## config.mk

```make
export PLATFORM = sky130hd
export DESIGN_NAME = greedy_word_wrap_top
export DESIGN_NICKNAME = d
export VERILOG_FILES = /design/src/design/gww_pkg.sv /design/src/design/gww_front.sv /design/src/design/gww_fifo.sv /design/src/design/gww_back.sv /design/src/design/greedy_word_wrap_top.sv
export SDC_FILE = /design/constraint.sdc
export NUM_CORES = 1
export LEC_CHECK = 0
export BUFFER_PORTS_ARGS = -buffer_cell sky130_fd_sc_hd__buf_2
export CAP_MARGIN = 20
export CELL_PAD_IN_SITES_DETAIL_PLACEMENT = 1
export CELL_PAD_IN_SITES_GLOBAL_PLACEMENT = 2
export CORE_MARGIN = 10
export CORE_UTILIZATION = 30
export CTS_BUF_LIST = sky130_fd_sc_hd__clkbuf_2
export CTS_CLUSTER_DIAMETER = 40
export DETAILED_ROUTE_END_ITERATION = 10
export PLACE_DENSITY = 0.64
export SYNTH_ARGS = -nofsm -noshare
export SYNTH_HDL_FRONTEND = slang
export SYNTH_SLANG_ARGS = --single-unit
```

## constraint.sdc

```tcl
create_clock -name clk_i -period 4.19 [get_ports clk_i]
set_input_delay 0.419 -clock clk_i [delete_from_list [all_inputs] [get_ports clk_i]]
set_output_delay 0.419 -clock clk_i [all_outputs]
set_load 0.02 [all_outputs]
```

## src/design/gww_pkg.sv

```systemverilog
// Shared types and constants for the greedy word-wrap block.
// Holds the command format that passes from the front end to the back end.
// No dependencies.
`default_nettype none

package gww_pkg;

  localparam int unsigned CmdIdxW    = 5;
  localparam int unsigned CmdCntW    = 6;
  localparam int unsigned QueueDepth = 4;
  localparam int unsigned QueuePtrW  = 2;
  localparam int unsigned CfgIdxW    = 8;

  localparam logic [7:0] ChSpace = 8'h20;
  localparam logic [7:0] ChTab   = 8'h09;
  localparam logic [7:0] ChNl    = 8'h0A;

  localparam logic [CfgIdxW-1:0] CfgLineWidth  = 8'd0;
  localparam logic [CfgIdxW-1:0] CfgTabColumns = 8'd1;

  localparam logic [7:0] LineWidthRst  = 8'd30;
  localparam logic [3:0] TabColumnsRst = 4'd4;

  typedef struct packed {
    logic               pre_nl;
    logic               wr_en;
    logic [CmdIdxW-1:0] wr_idx;
    logic [7:0]         wr_char;
    logic [CmdCntW-1:0] flush_len;
    logic               tail_nl;
    logic [3:0]         tail_spaces;
  } cmd_t;

endpackage

`default_nettype wire

```

## src/design/gww_front.sv

```systemverilog
// Front end of the word-wrap block: configuration registers, line and word
// tracking, and translation of each input byte into one command.
// Depends on gww_pkg.
`default_nettype none

module gww_front import gww_pkg::*; #(
  parameter int unsigned WORD_DEPTH = 32
) (
  input  wire logic               clk_i,
  input  wire logic               rst_ni,
  input  wire logic               cfg_valid_i,
  output logic                    cfg_ready_o,
  input  wire logic [CfgIdxW-1:0] cfg_index_i,
  input  wire logic [7:0]         cfg_data_i,
  input  wire logic               in_valid_i,
  output logic                    in_ready_o,
  input  wire logic [7:0]         ch_i,
  input  wire logic               end_i,
  output logic                    cmd_valid_o,
  input  wire logic               cmd_ready_i,
  output cmd_t                    cmd_o
);

  localparam int unsigned CntW = $clog2(WORD_DEPTH + 1);

  logic [7:0]      width_q, width_eff;
  logic [3:0]      tab_q, tab_eff, ws;
  logic [7:0]      line_q, line_d;
  logic            in_word_q, in_word_d;
  logic            wbl_q, wbl_d, wbl_cur;
  logic [CntW-1:0] wc_q, wc_d, wc_inc;
  logic [8:0]      next_col;
  logic            is_ws, accept;

  assign cfg_ready_o = 1'b1;
  assign in_ready_o  = cmd_ready_i;
  assign cmd_valid_o = in_valid_i;
  assign accept      = in_valid_i & cmd_ready_i;

  always_comb begin
    cmd_o     = '0;
    line_d    = line_q;
    in_word_d = in_word_q;
    wbl_d     = wbl_q;
    wc_d      = wc_q;
    wbl_cur   = wbl_q;
    ws        = 4'd1;
    next_col  = '0;
    wc_inc    = wc_q + CntW'(1);
    width_eff = (width_q == 8'd0) ? 8'd1 : width_q;
    if (tab_q == 4'd0) begin
      tab_eff = 4'd1;
    end else if (tab_q > 4'd8) begin
      tab_eff = 4'd8;
    end else begin
      tab_eff = tab_q;
    end
    is_ws = (ch_i == ChSpace) || (ch_i == ChTab) || (ch_i == ChNl);

    if (end_i || is_ws) begin
      cmd_o.flush_len = in_word_q ? CmdCntW'(wc_q) : '0;
      in_word_d = 1'b0;
      wbl_d     = 1'b0;
      wc_d      = '0;
      if (!end_i) begin
        if (ch_i == ChNl) begin
          cmd_o.tail_nl = 1'b1;
          line_d        = 8'd0;
        end else begin
          ws       = (ch_i == ChTab) ? tab_eff : 4'd1;
          next_col = {1'b0, line_q} + 9'(ws);
          if (next_col > {1'b0, width_eff}) begin
            cmd_o.tail_nl = 1'b1;
            line_d        = 8'd0;
          end else begin
            cmd_o.tail_spaces = ws;
            line_d = next_col[8] ? 8'hFF : next_col[7:0];
          end
        end
      end
    end else begin
      wbl_cur   = in_word_q ? wbl_q : (line_q == 8'd0);
      in_word_d = 1'b1;
      next_col  = {1'b0, line_q} + 9'd1;
      if ((next_col > {1'b0, width_eff}) && !wbl_cur) begin
        cmd_o.pre_nl = 1'b1;
        line_d       = 8'(wc_q) + 8'd1;
        wbl_d        = 1'b1;
      end else begin
        line_d = next_col[8] ? 8'hFF : next_col[7:0];
        wbl_d  = wbl_cur;
      end
      cmd_o.wr_en   = 1'b1;
      cmd_o.wr_idx  = CmdIdxW'(wc_q);
      cmd_o.wr_char = ch_i;
      if (wc_inc == CntW'(WORD_DEPTH)) begin
        cmd_o.flush_len = CmdCntW'(wc_inc);
        wc_d = '0;
      end else begin
        wc_d = wc_inc;
      end
    end
  end

  always_ff @(posedge clk_i or negedge rst_ni) begin
    if (!rst_ni) begin
      width_q   <= LineWidthRst;
      tab_q     <= TabColumnsRst;
      line_q    <= '0;
      in_word_q <= 1'b0;
      wbl_q     <= 1'b0;
      wc_q      <= '0;
    end else begin
      if (cfg_valid_i) begin
        if (cfg_index_i == CfgLineWidth) begin
          width_q <= cfg_data_i;
        end else if (cfg_index_i == CfgTabColumns) begin
          tab_q <= cfg_data_i[3:0];
        end
      end
      if (accept) begin
        line_q    <= line_d;
        in_word_q <= in_word_d;
        wbl_q     <= wbl_d;
        wc_q      <= wc_d;
      end
    end
  end

endmodule

`default_nettype wire

```

## src/design/gww_fifo.sv

```systemverilog
// Short command queue between the front end and the back end.
// Depends on gww_pkg.
`default_nettype none

module gww_fifo import gww_pkg::*; (
  input  wire logic clk_i,
  input  wire logic rst_ni,
  input  wire logic push_valid_i,
  output logic      push_ready_o,
  input  wire cmd_t push_data_i,
  output logic      pop_valid_o,
  input  wire logic pop_ready_i,
  output cmd_t      pop_data_o
);

  cmd_t                 slots_q [QueueDepth];
  logic [QueuePtrW-1:0] wr_ptr_q, rd_ptr_q;
  logic [QueuePtrW:0]   count_q;
  logic                 push, pop;

  assign push_ready_o = (count_q != (QueuePtrW + 1)'(QueueDepth));
  assign pop_valid_o  = (count_q != '0);
  assign pop_data_o   = slots_q[rd_ptr_q];
  assign push         = push_valid_i & push_ready_o;
  assign pop          = pop_valid_o & pop_ready_i;

  always_ff @(posedge clk_i) begin
    if (push) begin
      slots_q[wr_ptr_q] <= push_data_i;
    end
  end

  always_ff @(posedge clk_i or negedge rst_ni) begin
    if (!rst_ni) begin
      wr_ptr_q <= '0;
      rd_ptr_q <= '0;
      count_q  <= '0;
    end else begin
      if (push) begin
        wr_ptr_q <= wr_ptr_q + QueuePtrW'(1);
      end
      if (pop) begin
        rd_ptr_q <= rd_ptr_q + QueuePtrW'(1);
      end
      if (push && !pop) begin
        count_q <= count_q + (QueuePtrW + 1)'(1);
      end else if (pop && !push) begin
        count_q <= count_q - (QueuePtrW + 1)'(1);
      end
    end
  end

endmodule

`default_nettype wire

```

## src/design/gww_back.sv

```systemverilog
// Back end of the word-wrap block: word store and output sequencer that
// carries out one command at a time into a registered output stage.
// Depends on gww_pkg.
`default_nettype none

module gww_back import gww_pkg::*; #(
  parameter int unsigned WORD_DEPTH = 32
) (
  input  wire logic  clk_i,
  input  wire logic  rst_ni,
  input  wire logic  cmd_valid_i,
  output logic       cmd_ready_o,
  input  wire cmd_t  cmd_i,
  output logic       out_valid_o,
  input  wire logic  out_ready_i,
  output logic [7:0] out_char_o,
  output logic       out_last_o
);

  localparam int unsigned CntW = $clog2(WORD_DEPTH + 1);
  localparam int unsigned IdxW = $clog2(WORD_DEPTH);

  typedef enum logic [1:0] {StIdle, StPre, StFlush, StTail} state_e;

  state_e          state_q;
  cmd_t            cmd_q;
  logic [CntW-1:0] idx_q, idx_d, flen;
  logic [3:0]      sp_q;
  logic            out_valid_q, out_last_q;
  logic [7:0]      out_char_q;
  logic [7:0]      mem [WORD_DEPTH];
  logic [7:0]      rd_q;
  logic            pop, can_load, has_flush, has_tail, last_byte, out_load;

  assign cmd_ready_o = (state_q == StIdle);
  assign pop         = cmd_valid_i & cmd_ready_o;
  assign can_load    = !out_valid_q || out_ready_i;
  assign out_load    = can_load && (state_q != StIdle);
  assign flen        = cmd_q.flush_len[CntW-1:0];
  assign has_flush   = (flen != '0);
  assign has_tail    = cmd_q.tail_nl || (cmd_q.tail_spaces != 4'd0);
  assign last_byte   = ((idx_q + CntW'(1)) == flen);
  assign out_valid_o = out_valid_q;
  assign out_char_o  = out_char_q;
  assign out_last_o  = out_last_q;

  always_comb begin
    idx_d = idx_q;
    if (pop) begin
      idx_d = '0;
    end else if ((state_q == StFlush) && can_load && !last_byte) begin
      idx_d = idx_q + CntW'(1);
    end
  end

  always_ff @(posedge clk_i) begin
    if (pop && cmd_i.wr_en) begin
      mem[cmd_i.wr_idx[IdxW-1:0]] <= cmd_i.wr_char;
    end
    rd_q <= mem[idx_d[IdxW-1:0]];
  end

  always_ff @(posedge clk_i or negedge rst_ni) begin
    if (!rst_ni) begin
      state_q     <= StIdle;
      cmd_q       <= '0;
      idx_q       <= '0;
      sp_q        <= '0;
      out_valid_q <= 1'b0;
      out_char_q  <= '0;
      out_last_q  <= 1'b0;
    end else begin
      idx_q <= idx_d;
      if (out_load) begin
        out_valid_q <= 1'b1;
      end else if (out_ready_i) begin
        out_valid_q <= 1'b0;
      end
      unique case (state_q)
        StIdle: begin
          if (pop) begin
            cmd_q <= cmd_i;
            sp_q  <= cmd_i.tail_spaces;
            if (cmd_i.pre_nl) begin
              state_q <= StPre;
            end else if (cmd_i.flush_len != '0) begin
              state_q <= StFlush;
            end else if (cmd_i.tail_nl || (cmd_i.tail_spaces != 4'd0)) begin
              state_q <= StTail;
            end
          end
        end
        StPre: begin
          if (can_load) begin
            out_char_q  <= ChNl;
            out_last_q  <= !has_flush && !has_tail;
            if (has_flush) begin
              state_q <= StFlush;
            end else if (has_tail) begin
              state_q <= StTail;
            end else begin
              state_q <= StIdle;
            end
          end
        end
        StFlush: begin
          if (can_load) begin
            out_char_q  <= rd_q;
            out_last_q  <= last_byte && !has_tail;
            if (last_byte) begin
              state_q <= has_tail ? StTail : StIdle;
            end
          end
        end
        StTail: begin
          if (can_load) begin
            if (cmd_q.tail_nl) begin
              out_char_q <= ChNl;
              out_last_q <= 1'b1;
              state_q    <= StIdle;
            end else begin
              out_char_q <= ChSpace;
              out_last_q <= (sp_q == 4'd1);
              sp_q       <= sp_q - 4'd1;
              if (sp_q == 4'd1) begin
                state_q <= StIdle;
              end
            end
          end
        end
        default: state_q <= StIdle;
      endcase
    end
  end

endmodule

`default_nettype wire

```

## src/design/greedy_word_wrap_top.sv

```systemverilog
// Greedy word-wrap engine: top level joining front end, command queue and
// back end. Depends on gww_pkg, gww_front, gww_fifo and gww_back.
//
// Each accepted byte becomes one command in a four-entry queue; the front end
// takes a byte in every cycle while the queue has room. The back end takes a
// command only while idle and then emits its bytes through its output
// sequencer, taking no new command until the last byte has been loaded.
// Word bytes are held in a WORD_DEPTH-entry store read one byte per cycle
// during a flush while the output is not stalled. The end
// flag (tlast on the input) flushes the pending word, and tlast on the
// output marks the final result of each input item.
`default_nettype none

module greedy_word_wrap_top import gww_pkg::*; #(
  parameter int unsigned WORD_DEPTH = 32
) (
  input  wire logic               clk_i,
  input  wire logic               rst_ni,
  input  wire logic               cfg_valid_i,
  output logic                    cfg_ready_o,
  input  wire logic [CfgIdxW-1:0] cfg_index_i,
  input  wire logic [7:0]         cfg_data_i,
  input  wire logic               s_axis_tvalid,
  output logic                    s_axis_tready,
  input  wire logic [7:0]         s_axis_tdata,  // [7:0] ch
  input  wire logic               s_axis_tlast,  // end_of_text
  output logic                    m_axis_tvalid,
  input  wire logic               m_axis_tready,
  output logic [7:0]              m_axis_tdata,  // [7:0] out_char
  output logic                    m_axis_tlast   // last
);

  logic cmd_push_valid, cmd_push_ready, cmd_pop_valid, cmd_pop_ready;
  cmd_t cmd_push, cmd_pop;

  gww_front #(.WORD_DEPTH(WORD_DEPTH)) u_front (
    .clk_i       (clk_i),
    .rst_ni      (rst_ni),
    .cfg_valid_i (cfg_valid_i),
    .cfg_ready_o (cfg_ready_o),
    .cfg_index_i (cfg_index_i),
    .cfg_data_i  (cfg_data_i),
    .in_valid_i  (s_axis_tvalid),
    .in_ready_o  (s_axis_tready),
    .ch_i        (s_axis_tdata),
    .end_i       (s_axis_tlast),
    .cmd_valid_o (cmd_push_valid),
    .cmd_ready_i (cmd_push_ready),
    .cmd_o       (cmd_push)
  );

  gww_fifo u_fifo (
    .clk_i        (clk_i),
    .rst_ni       (rst_ni),
    .push_valid_i (cmd_push_valid),
    .push_ready_o (cmd_push_ready),
    .push_data_i  (cmd_push),
    .pop_valid_o  (cmd_pop_valid),
    .pop_ready_i  (cmd_pop_ready),
    .pop_data_o   (cmd_pop)
  );

  gww_back #(.WORD_DEPTH(WORD_DEPTH)) u_back (
    .clk_i       (clk_i),
    .rst_ni      (rst_ni),
    .cmd_valid_i (cmd_pop_valid),
    .cmd_ready_o (cmd_pop_ready),
    .cmd_i       (cmd_pop),
    .out_valid_o (m_axis_tvalid),
    .out_ready_i (m_axis_tready),
    .out_char_o  (m_axis_tdata),
    .out_last_o  (m_axis_tlast)
  );

endmodule

`default_nettype wire
```

Word-level counts from Yosys, hierarchy flattened
Memory sizes are Yosys's and may differ from the RTL's. A register that Yosys moved wholly into a read port is not among the register bits. Cells that the tools add are included.

Flip-flop bits (word level): 68. RAM bits: 360. Input bits: 30. Output and inout bits: 12. Word-level logic and storage cells: 167. Memories kept: 2.

Memories: u_back.mem (words 32, bits a word 8, rd ports 1, clocked after Yosys merged registers in 1, write ports 1, RTL line gww_back.sv:31) `logic [7:0] mem [WORD_DEPTH];`; u_fifo.slots_q (words 4, bits a word 26, rd ports 1, clocked after Yosys merged registers in 0, write ports 1, RTL line gww_fifo.sv:16) `cmd_t slots_q [QueueDepth];`.

$add $sub $neg: 10. $lt $le $gt $ge: 3. Eq/ne operators: 20. Muxes and demuxes: 65. Bitwise logic cells: 3. Reductions and logical operators: 45.

Operators with widths (count): $mux 8 (11); $mux 6 (8); $mux 4 (8); $logic_not 8->1 (3); $mux 2 (12); $pmux 8 s3 (1); $gt 9x8->1 (2); $mux 1 (17); $eq 8x4->1 const B (2); $mux 15 (1); $add 6x1->6 const B (2); $reduce_bool 6->1 (2); $mux 5 (2); $reduce_bool 2->1 (5); $add 8x1->9 const B (1); $add 8x4->9 (1); $logic_and 1x1->1 (9); $eq 8x1->1 const B (1); $eq 8x6->1 const B (1); $ne 2x1->1 const B (4); $pmux 2 s4 (1); $pmux 4 s2 (1); $reduce_and 4->1 (2); $reduce_bool 4->1 (2); other kinds (27) (47).

Longest topological paths before layout
Gate-level depths: netlist (run 1).

Word-level depth: 10. Depth in mapped cells: 19. Depth with buffers taken out: 18.

Modules after synthesis
Synthesis (run 1) repeated with hierarchy kept, for this count alone.

Cells, all modules: 1438. Area, all modules: 19334.8 um2.

Modules (own cells, without submodules): gww_back (times used 1, cells an instance 947, area each 12454.4 um2, sequential area each 8673.3 um2); gww_fifo (times used 1, cells an instance 171, area each 4211.5 um2, sequential area each 3298.2 um2); gww_front (times used 1, cells an instance 320, area each 2668.8 um2, sequential area each 706.9 um2).

Worst setup path before layout (run 1)
OpenSTA, ideal clock, no wires.

Path type: in2reg. Start: input port s_axis_tdata[2]. End: memory u_fifo.slots_q[0][1] (netlist name), data pin. Setup time: 0.203 ns. Arrival: 3.532 ns. Data required time: 3.987 ns. Setup slack: 0.455 ns. Stages: 17. Buffers on the path: 1. Path through: nor4_1 -> and4b_1 -> nor2b_1 -> nand2_1 -> fa_1 -> inv_1 -> ha_1 -> nor2b_1 -> o21a_1 -> o21a_1 -> o21ai_0 -> nand2b_1 -> a21o_1 -> o2111ai_1 -> nand4_1 -> clkbuf_1 -> nor3_1.

RTL lines: start: declaration (RTL line greedy_word_wrap_top.sv:25) `input wire logic [7:0] s_axis_tdata,`; end: declaration (RTL line gww_fifo.sv:16).

Worst setup path after layout (run 1)
Start: register u_back.idx_q[1]. End: register u_back.rd_q[7] (read register of u_back.mem).

Cells in the longest elaborated chain, start to end: 6.

RTL lines: start: declaration (RTL line gww_back.sv:27) `logic [CntW-1:0] idx_q, idx_d, flen;`; start signal: assignment (RTL line gww_back.sv:73) `idx_q <= idx_d;`; $add 6x1->6 (RTL line gww_back.sv:42, gww_back.sv:52); $eq 6x6->1 (RTL line gww_back.sv:42) `assign last_byte = ((idx_q + CntW'(1)) == flen);`; $logic_not 1->1 (RTL line gww_back.sv:51) `end else if ((state_q == StFlush) && can_load && !last_byte) begin`; $logic_and 1x1->1 (RTL line gww_back.sv:51); $mux 6 (*) (RTL line gww_back.sv:51); $mux 6 (*) (RTL line gww_back.sv:49) `if (pop) begin`; end: declaration (RTL line gww_back.sv:32) `logic [7:0] rd_q;`.

Every way passes the cells marked *; elsewhere a longest branch is shown, timed or not. The select of a mux whose other input is x is not followed. A chain may end at the register's enable or synchronous reset.

==> reports/qor.yml, run 1 <==
sta:
  setup_viol: 0
  finalCritPeriodShare_pct: 92.10
  fmax_mhz: 259.1
  timing.slew.headroom_pct: 38.15
  hold_viol: 0
  drv_slew: 0
  worst_pin_slew_ns: 0.9244
  min_period_ns: 3.859
  fin_skew_ns: 0.1157
  setup_tns_ns: 0
  rsz0062_at_grt: "false"
synthesis:
  yosysWarnings: 0
  syn_avg_cell_area_um2: 14.59
  synth-main-ff-cell: "edfxtp_1"
  synth_area_um2: 18880
  ys_seq_elements: 436
  synthCells: 1294
  ys_seq_area_share_pct: 67.16
  syn-num-nets: 1357
  synth_edf_count: 360
  yosysUniqueCellTypes: 72
  async_flop_share_pct: 15.60
routing:
  drt_wl_total_mm: 47.89
  via_per_inst: 4.710
  drt-wirelength-per-cell_um: 19.59
  drc_errors: 0
  drt_first_pass_iters: 5
  drt_iter0_drc: 647
  vias: 11520
  final_antenna_net_count: 0
hold_path:
  hold_end: "u_front.tab_q[0]"
  hp-start: "cfg_data_i[0]"
  hold_depth: 3
  min_path_type: "in -> reg"
global_routing:
  first_global_vias: 12540
  grt_usage_pct: 13.01
  grt_max_degree: 62
  antenna_found_initial: 2
  overflow: 0
  grt_pass1_wl_mm: 74.56
flow_run:
  drv_cap: 0
clocking:
  clk_pin_slew_ns: 0.11
  cts-htree-levels: 3
  cts_tree: "built"
  clock-sinks: 436
  numCtsBuffers: 111
  clock-root-buffer: "clkbuf_2"
  clockBufferDepth: 3
  clk_latency_ns: 1.12
critical_path:
  required_ns: 5.22
  end_kind: "register"
  r2r-start: "u_back.idx_q[1]"
  path_buf_inv: 3
  cp-start-kind: "register"
  slowest_stage: "nor4_1"
  crit_family: "simple AND/OR/NAND/NOR gates"
  reg2reg_to: "u_back.rd_q[7]"
  path_cells: "ha_1 > and3_1 > and3b_1 > or4_1 > o221a_4 > nand2_8 > buf_12 > buf_4 > mux2i_1 > mux2i_1 > o22ai_1 > nor4_1 > buf_4 > o31a_1"
  crit_type: "reg -> reg"
  critPathMaxStageDelay_ns: 0.50
  critPathMaxFanout: 30
  reg2reg_depth: 14
  r2r_slack_ns: 0.33
  cp.arrival_ns: 4.88
floorplanning:
  ioPinCount: 42
  dieArea_um2: 73360
  chipHeight_um: 270.9
  std_cell_rows: 91
  core_um2: 62050
  start_util_pct: 30.42
  die_w_um: 270.9
placed_design:
  finalWeightedCongestion: 0.8023
  port_buffers: 40
  dp_hpwl_mm: 30.78
layout:
  layout-drive-gt1-share_pct: 21.56
  final_core_util_pct: 35.52
  syn_to_final_growth_pct: 16.74
  layout.nets: 1572
power_and_ir_drop:
  vdd_drop_max_uv: 366.7
  p_leak_uw: 0.008161
  power.density_nw_per_um2: 722.5
outcome:
  status: "completed"
[worst max-delay path by stage]
stage                                 start                    to  slack [ns]  cells past startpoint
after global routing        s_axis_tdata[2]  u_fifo.slots_q[2][1]        0.07                     21
after floorplan             s_axis_tdata[2]  u_fifo.slots_q[0][1]        0.45                     17
final                       u_back.idx_q[1]        u_back.rd_q[7]        0.33                     14
after CTS                 u_back.state_q[1]        u_back.rd_q[7]        0.18                     14
after detailed placement    s_axis_tdata[2]  u_fifo.slots_q[1][1]       -0.15                     21
after global placement      s_axis_tdata[2]  u_fifo.slots_q[0][1]       -0.15                     20
[synthesized netlist by cell type, drive strengths merged, types with 6 or more instances]
library cell / number / area, um^2
nor4: 13 / 81.33
o31a: 8 / 70.07
inv: 32 / 120.1
clkbuf: 30 / 112.6
a21o: 7 / 52.55
ha: 31 / 387.9
buf: 29 / 202.7
o21ai: 39 / 198.9
a21oi: 28 / 140.1
and2: 18 / 112.6
xor2: 13 / 113.9
mux4: 26 / 585.6
o22ai: 16 / 100.1
nor2: 67 / 251.5
dfrtp: 63 / 1577
mux2: 11 / 123.9
nor2b: 15 / 93.84
mux2i: 148 / 1481
xnor2: 17 / 148.9
nor3: 13 / 65.06
a221oi: 6 / 58.80
edfxtp: 360 / 10810
nand3: 16 / 80.08
a22o: 7 / 61.31
nand2b: 12 / 75.07
and3: 26 / 162.7
dfxtp: 8 / 160.2
a211oi: 30 / 225.2
nand2: 131 / 494.2
a211o: 6 / 52.55
[worst min-delay path: stages]
cell	delay, ns
dlygate4sd3_1	0.53
buf_2	0.11
mux2_2	0.14
[flip-flops by register name, indices dropped and copies added (netlist names), 2 cells and up]
| signal | cells |
|---|---|
| u_back.mem | 256 |
| u_front.wc_q | 6 |
| u_back.sp_q | 4 |
| u_fifo.wr_ptr_q | 2 |
| u_front.line_q | 8 |
| u_back.cmd_q | 5 |
| u_back.idx_q | 6 |
| u_back.out_char_o | 8 |
| u_front.tab_q | 4 |
| u_fifo.count_q | 3 |
| u_back.rd_q | 8 |
| u_back.state_q | 2 |
| u_back.flen | 6 |
| u_fifo.slots_q | 104 |
| u_front.width_q | 8 |
| u_fifo.rd_ptr_q | 2 |
[area by class of cell]
type	count	area (um^2)
diodes	3	7.507
clock buffers	157	785.8
clock inverters	52	287.8
fillers	6602	40010
inverters	34	132.6
multi-input cells	765	5787
flip-flops and latches	436	12680
well taps	837	1047
repair buffers	161	1311
[layer usage]
layer  routed length [um]  global-route usage, %  part of all wire (%)  vias to the layer above
met5                    0                      0                     0                        -
met4                 1008                  4.102                   2.1                        0
met3                 1606                  2.938                   3.4                       86
met2                22660                  20.81                    47                      188
met1                22620                  17.25                    47                     5820
li1                     -                      -                     -                     5423
[cells by family (layout without fill, tap and decap cells)]
logic type | Yosys count | count (layout) | synth area share [%]
multiplexers | 185 | 185 | 11.61
AND/OR/NAND/NOR | 335 | 335 | 8.497
AO/OA/AOI/OAI | 181 | 181 | 6.688
buffers and inverters | 93 | 404 | 2.373
flip-flops | 436 | 436 | 67.16
adder cells (fa/ha/maj) | 33 | 33 | 2.267
XOR/XNOR | 30 | 30 | 1.392
other | 1 | 4 | 0.01986
[power breakdown]
part           switching (uW)  total, uW  leakage [uW]  internal [uW]
sequential                430       6250       0.00418           5820
clock                    1780       2950      0.000786           1170
combinational            4070       6720       0.00320           2650
total                    6280      15900       0.00816           9650
[metrics by stage]
step	hold WS [ns]	cells	area [um^2]	setup slack (ns)	total power (uW)
after floorplan	0.1234	1294	18880	0.4548	10710
after global placement	0.4392	2185	20460	-0.1461	13000
after detailed placement	0.4540	2185	20460	-0.1494	13150
after CTS	0.003139	2442	22030	0.1849	16190
after global routing	0.004492	2445	22040	0.06538	17040
final	0.1699	2445	22040	0.3310	15920
[cells in the final DEF (no fill, tap or decap), types with 39 or more instances in the layout]
cell type / instances
buf_2: 39
dlygate4sd3_1: 47
nand2_1: 130
mux2i_1: 147
nor2_1: 67
buf_4: 69
clkbuf_2: 157
edfxtp_1: 360
dfrtp_1: 62
[repair_timing]
item | in CTS | in global routing
buffers inserted | 0 | 0
endpoints found under the setup margin | 0 | 8
hold buffers | 48 | 0
hold endpoints to repair | 175 | 0
gates resized for setup | 0 | 2
Note: power is estimated with default switching activity, not from simulation.
==> run 2: changes to the inputs <==
--- a/config.mk
+++ b/config.mk
@@ -11,7 +11,6 @@
 export CELL_PAD_IN_SITES_GLOBAL_PLACEMENT = 2
 export CORE_MARGIN = 10
 export CORE_UTILIZATION = 30
-export CTS_BUF_LIST = sky130_fd_sc_hd__clkbuf_2
 export CTS_CLUSTER_DIAMETER = 40
 export DETAILED_ROUTE_END_ITERATION = 10
 export PLACE_DENSITY = 0.64
==> run 2 against run 1 <==
Clock skew shrank 0.090 ns. Die area is the same. Clock-buffer cell count fell by 88. Worst hold slack lost 0.13 ns. Clock power increased by 69%. Critical path type unchanged. Critical endpoint unchanged. Largest power group unchanged. Total power increased by 13%.
==> reports/qor.yml, run 2 (synthesis results as in run 1) <==
layout:
  final_cells: 2296
  layout.nets: 1473
  syn_to_final_growth_pct: 19.03
  largest_reg_flops: 256
  layout_commonest_cell: "edfxtp_1"
  most-common-layout-cells: "edfxtp_1 (360), mux2i_1 (147), nand2_1 (130), buf_4 (69), nor2_1 (67)"
  layout-drive-gt1-share_pct: 18.71
  fillers: 6423
  diodes: 0
floorplanning:
  chipHeight_um: 270.9
  die_w_um: 270.9
  core_um2: 62050
  ioPinCount: 42
  start_util_pct: 30.42
  std_cell_rows: 91
  dieArea_um2: 73360
clocking:
  cts-htree-levels: 2
  numCtsBuffers: 59
  clock-root-buffer: "clkbuf_16"
  cts_tree: "built"
  clockBufferDepth: 3
  post_cts_buffers: 0
  clk_pin_slew_ns: 0.06
  clock-sinks: 436
  clk_latency_ns: 0.62
critical_path:
  required_ns: 4.73
  cp.arrival_ns: 4.41
  critPathMaxStageDelay_ns: 0.50
  path_cells: "ha_1 > and3_1 > and3b_1 > or4_1 > o221a_4 > nand2_8 > buf_12 > buf_4 > mux2i_1 > mux2i_1 > o22ai_1 > nor4_1 > buf_4 > o31a_1"
  cp-start-kind: "register"
  end_kind: "register"
  path_buf_inv: 3
  crit_family: "simple AND/OR/NAND/NOR gates"
  critPathMaxFanout: 30
  slowest_stage: "nor4_1"
  crit_type: "reg -> reg"
global_routing:
  grt_usage_pct: 12.58
  overflow: 0
  first_global_vias: 11710
  grt_pass1_wl_mm: 72.27
  grt_max_degree: 69
  antenna_found_initial: 0
placed_design:
  finalWeightedCongestion: 0.8023
  dp_hpwl_mm: 30.78
  place_inst: 2185
  port_buffers: 40
sta:
  worst_pin_slew_ns: 0.9611
  min_period_ns: 3.869
  fmax_mhz: 258.5
  setup_viol: 0
  rsz0062_at_grt: "false"
  finalCritPeriodShare_pct: 92.33
  setup_tns_ns: 0
  timing.slew.headroom_pct: 35.93
  drv_slew: 0
  hold_viol: 0
  fin_skew_ns: 0.02552
routing:
  drt-wirelength-per-cell_um: 20.32
  drt_iter0_drc: 511
  drt_first_pass_iters: 5
  via_per_inst: 4.791
  drt_wl_total_mm: 46.66
  vias: 11000
  drc_errors: 0
  final_antenna_net_count: 0
outcome:
  status: "completed"
power_and_ir_drop:
  vdd_drop_max_uv: 383.1
  p_leak_uw: 0.008185
  power.density_nw_per_um2: 798.7
hold_path:
  min_path_type: "in -> reg"
flow_run:
  drv_cap: 0
## run 2: changes by cell type in the layout (fill, tap and decap cells not counted), moves of 6 or more
cell and delta:
clkinv_1 -33, clkinv_4 +8, clkbuf_1 +6, clkbuf_16 +60, dlygate4sd3_1 -46, clkbuf_2 -157
## run 2: worst reg2reg max path: cells and delay by family, from the launching register on
family	cells	cell delay, ns
AOI/OAI and AO/OA	3	0.64
muxes	2	0.28
and+or+nand+nor	5	1.54
adders and majority gates	1	0.26
DFF	1	0.40
buffers and inverters	3	0.70
## run 2: stage by stage
step	util [%]	worst slack [ns]	hold slack (ns)	power [uW]	cell area, um^2
after global routing	36.21	0.01640	0.04261	19000	22470
after detailed placement	32.97	-0.1494	0.4540	13150	20460
final	36.21	0.3212	0.03786	17950	22470
after floorplan	-	0.4548	0.1234	10710	18880
after global placement	32.97	-0.1461	0.4392	13000	20460
after CTS	36.21	0.1977	0.005386	18220	22470
## run 2: area by class of cell
cell class                 instances  area [um^2]  area share (%)
sequential                       436        12680           56.43
multi-input combinational        765         5787           25.75
clock buffer                      69         1565           6.966
tap                              837         1047           4.661
timing repair buffer             114        823.3           3.664
clock inverter                    41        435.4           1.938
inverter                          34        132.6          0.5902
## run 2: final timing paths
kind / start / endpoint / slack [ns] / depth (start not counted)
setup / recovery: u_back.idx_q[1] / u_back.rd_q[7] / 0.32 / 14
hold / removal: cfg_data_i[3] / u_front.width_q[3] / 0.04 / 3
setup reg to reg: u_back.idx_q[1] / u_back.rd_q[7] / 0.32 / 14
hold reg to reg: u_back.rd_q[7] / u_back.out_char_o[7] / 0.46 / 1
max in group asynchronous: rst_ni / u_fifo.rd_ptr_q[0] / 3.00 / 2
min in group asynchronous: rst_ni / u_back.out_char_o[5] / 0.48 / 2
## run 2: power by group
group / switching, uW / internal [uW] / leakage (uW)
Clock: 1970 / 3020 / 0.000979
Combinational: 4060 / 2620 / 0.00303
Sequential: 432 / 5840 / 0.00418
## run 2: routing by layer
metal  vias to the layer above  share of wire, %  GRT usage (%)  wire length [um]
li1                       5178                 -              -                 -
met1                      5587                48          17.25             22210
met2                       158                47          20.03             21820
met3                        76               3.4          2.047              1581
met4                         0               2.2          3.984              1041
met5                         -                 0              0                 0
## run 2: what timing repair did
| action | in CTS | in global routing |
|---|---|---|
| hold buffers | 1 | 0 |
| endpoints found under the setup margin | 0 | 2 |
| resized for setup | 0 | 1 |
| hold endpoints to repair | 49 | 0 |
==> run 3: changes to the inputs <==
--- a/config.mk
+++ b/config.mk
@@ -17,3 +17,4 @@
 export SYNTH_ARGS = -nofsm -noshare
 export SYNTH_HDL_FRONTEND = slang
 export SYNTH_SLANG_ARGS = --single-unit
+export TNS_END_PERCENT = 20
==> constraint.sdc (replaced) <==
create_clock -name clk_i -period 3.9 [get_ports clk_i]
set_input_delay 0.39 -clock clk_i [delete_from_list [all_inputs] [get_ports clk_i]]
set_output_delay 0.39 -clock clk_i [all_outputs]
set_load 0.02 [all_outputs]
==> run 3 against run 2 <==
Via count up 2.1%. First-iteration DRC count up 47%. Setup slack worse by 0.13 ns. Flip-flop and latch count unchanged. Register-to-register slack worse by 0.13 ns. Clock power up 26%. Non-clock buffer count up 34. Fmax up 4.2%. Largest cell class unchanged. Worst hold slack worse by 0.0095 ns. Final cell count up 2.2%. Clock skew about the same. Utilization up 1.2 points.
==> reports/qor.yml, run 3 (synthesis results as in run 1) <==
outcome:
  status: "completed"
power_and_ir_drop:
  pwr-share-seq_pct: 33.1
  power.density_nw_per_um2: 879.3
  p_leak_uw: 0.008537
  pwr-share-comb_pct: 35.9
  switching_share_pct: 35.13
  pwr-share-clk_pct: 31.0
  switching_power_uw: 7163
  vdd_drop_max_uv: 453.9
  intPower_uw: 13230
floorplanning:
  std_cell_rows: 91
  ioPinCount: 42
  core_um2: 62050
  start_util_pct: 30.42
  die_w_um: 270.9
  chipHeight_um: 270.9
  dieArea_um2: 73360
sta:
  timing.final.ws_setup_ns: 0.1880
  whs_ns: 0.02839
  hold_viol: 0
  rsz0062_at_grt: "true"
  fmax_mhz: 269.4
  fin_skew_ns: 0.02526
  drv_slew: 0
  finalCritPeriodShare_pct: 95.18
  min_period_ns: 3.712
  setup_viol: 0
  worst_pin_slew_ns: 0.9575
  timing.slew.headroom_pct: 36.17
routing:
  final_antenna_net_count: 0
  drc_errors: 0
  via_per_inst: 4.789
  drt_wl_total_mm: 47.13
  vias: 11240
  drt-wirelength-per-cell_um: 20.09
  drt_first_pass_iters: 5
  drt_iter0_drc: 753
clocking:
  numCtsBuffers: 70
  clk_pin_slew_ns: 0.05
  clk_latency_ns: 0.60
  clockBufferDepth: 3
  clock-sinks: 436
  clock-root-buffer: "clkbuf_16"
  cts_tree: "built"
  cts-htree-levels: 3
global_routing:
  overflow: 0
  first_global_vias: 12180
  grt_usage_pct: 12.93
  grt_pass1_wl_mm: 73.98
  antenna_found_initial: 0
  grt_max_degree: 69
critical_path:
  cp-start-kind: "register"
  crit_type: "reg -> reg"
  critPathMaxFanout: 23
  required_ns: 4.42
  end_kind: "register"
  cp.arrival_ns: 4.23
flow_run:
  drv_cap: 0
layout:
  diodes: 0
  seqCellArea_um2: 12680
  design_area_um2: 23190
  fillers: 6418
  layout.nets: 1518
  largest_reg_flops: 256
  syn_to_final_growth_pct: 22.85
  multiInputGateArea_um2: 5831
  layout_commonest_cell: "edfxtp_1"
  most-common-layout-cells: "edfxtp_1 (360), mux2i_1 (147), nand2_1 (130), buf_4 (99), clkbuf_16 (70)"
  final_core_util_pct: 37.37
  layout-drive-gt1-share_pct: 21.47
placed_design:
  placed_area_um2: 20670
  dp_hpwl_mm: 31.34
  dp_slack_ns: -0.4170
  port_buffers: 40
  finalWeightedCongestion: 0.8045
hold_path:
  min_path_type: "in -> reg"
run 3: area by class of cell:
| class | instances | share of cell area [%] |
|---|---|---|
| Clock inverter | 49 | 2.735 |
| Sequential cell | 436 | 54.67 |
| Tap cell | 837 | 4.516 |
| Clock buffer | 77 | 7.666 |
| Timing Repair Buffer | 148 | 4.699 |
| Multi-Input combinational cell | 765 | 25.14 |
| Inverter | 34 | 0.5719 |
run 3: metrics by stage:
stage,TNS (ns),total power (uW),instances
6_report,0,20390,2346
5_1_grt,-0.06889,21590,2346
4_1_cts,0,20660,2344
3_5_place_dp,-10.23,14260,2214
3_3_place_gp,-6.216,14110,2214
2_1_floorplan,0,11510,1294
run 3: worst paths after layout:
kind | startpoint | endpoint | slack, ns | cells after the start
min | cfg_data_i[7] | u_front.width_q[7] | 0.03 | 3
min in group asynchronous | rst_ni | u_back.out_char_o[6] | 0.48 | 2
max | u_back.idx_q[0] | u_back.rd_q[4] | 0.19 | 14
min reg2reg | u_back.rd_q[0] | u_back.out_char_o[0] | 0.46 | 1
max in group asynchronous | rst_ni | u_fifo.rd_ptr_q[0] | 2.74 | 2
max reg2reg | u_back.idx_q[0] | u_back.rd_q[4] | 0.19 | 14
run 3: what timing repair did:
action	4_1_cts	5_1_grt
gates resized for setup	0	14
setup endpoints to repair	0	32
setup buffers	0	2
hold buffers	4	0
hold endpoints to repair	49	0
run 3: power groups by stage:
stage / Sequential (uW) / Combinational [uW] / Clock (uW)
after detailed placement: 6850 / 7410 / 0
after floorplan: 6610 / 4900 / 0
after global routing: 6840 / 8060 / 6690
final: 6750 / 7330 / 6310
after CTS: 6760 / 7440 / 6460
after global placement: 6820 / 7290 / 0
run 3: layer usage:
| metal | share of wire, % | global-route usage [%] | vias to the layer above |
|---|---|---|---|
| met3 | 3.6 | 2.735 | 72 |
| met1 | 47 | 17.48 | 5745 |
| met2 | 47 | 20.42 | 166 |
| met4 | 2.2 | 4.058 | 0 |
| li1 | - | - | 5252 |
| met5 | 0 | 0 | - |
run 3: worst max-delay path: stages (launching register included):
cell and delay, ns:
dfrtp_1 0.40, buf_4 0.17, and3_1 0.22, a31oi_1 0.29, o2111ai_4 0.25, o21ai_2 0.29, mux2i_1 0.11, or2_1 0.27
clkinv_4 0.11, buf_12 0.19, mux2i_1 0.31, o22ai_1 0.17, nor4_1 0.47, buf_4 0.20, o31a_1 0.15
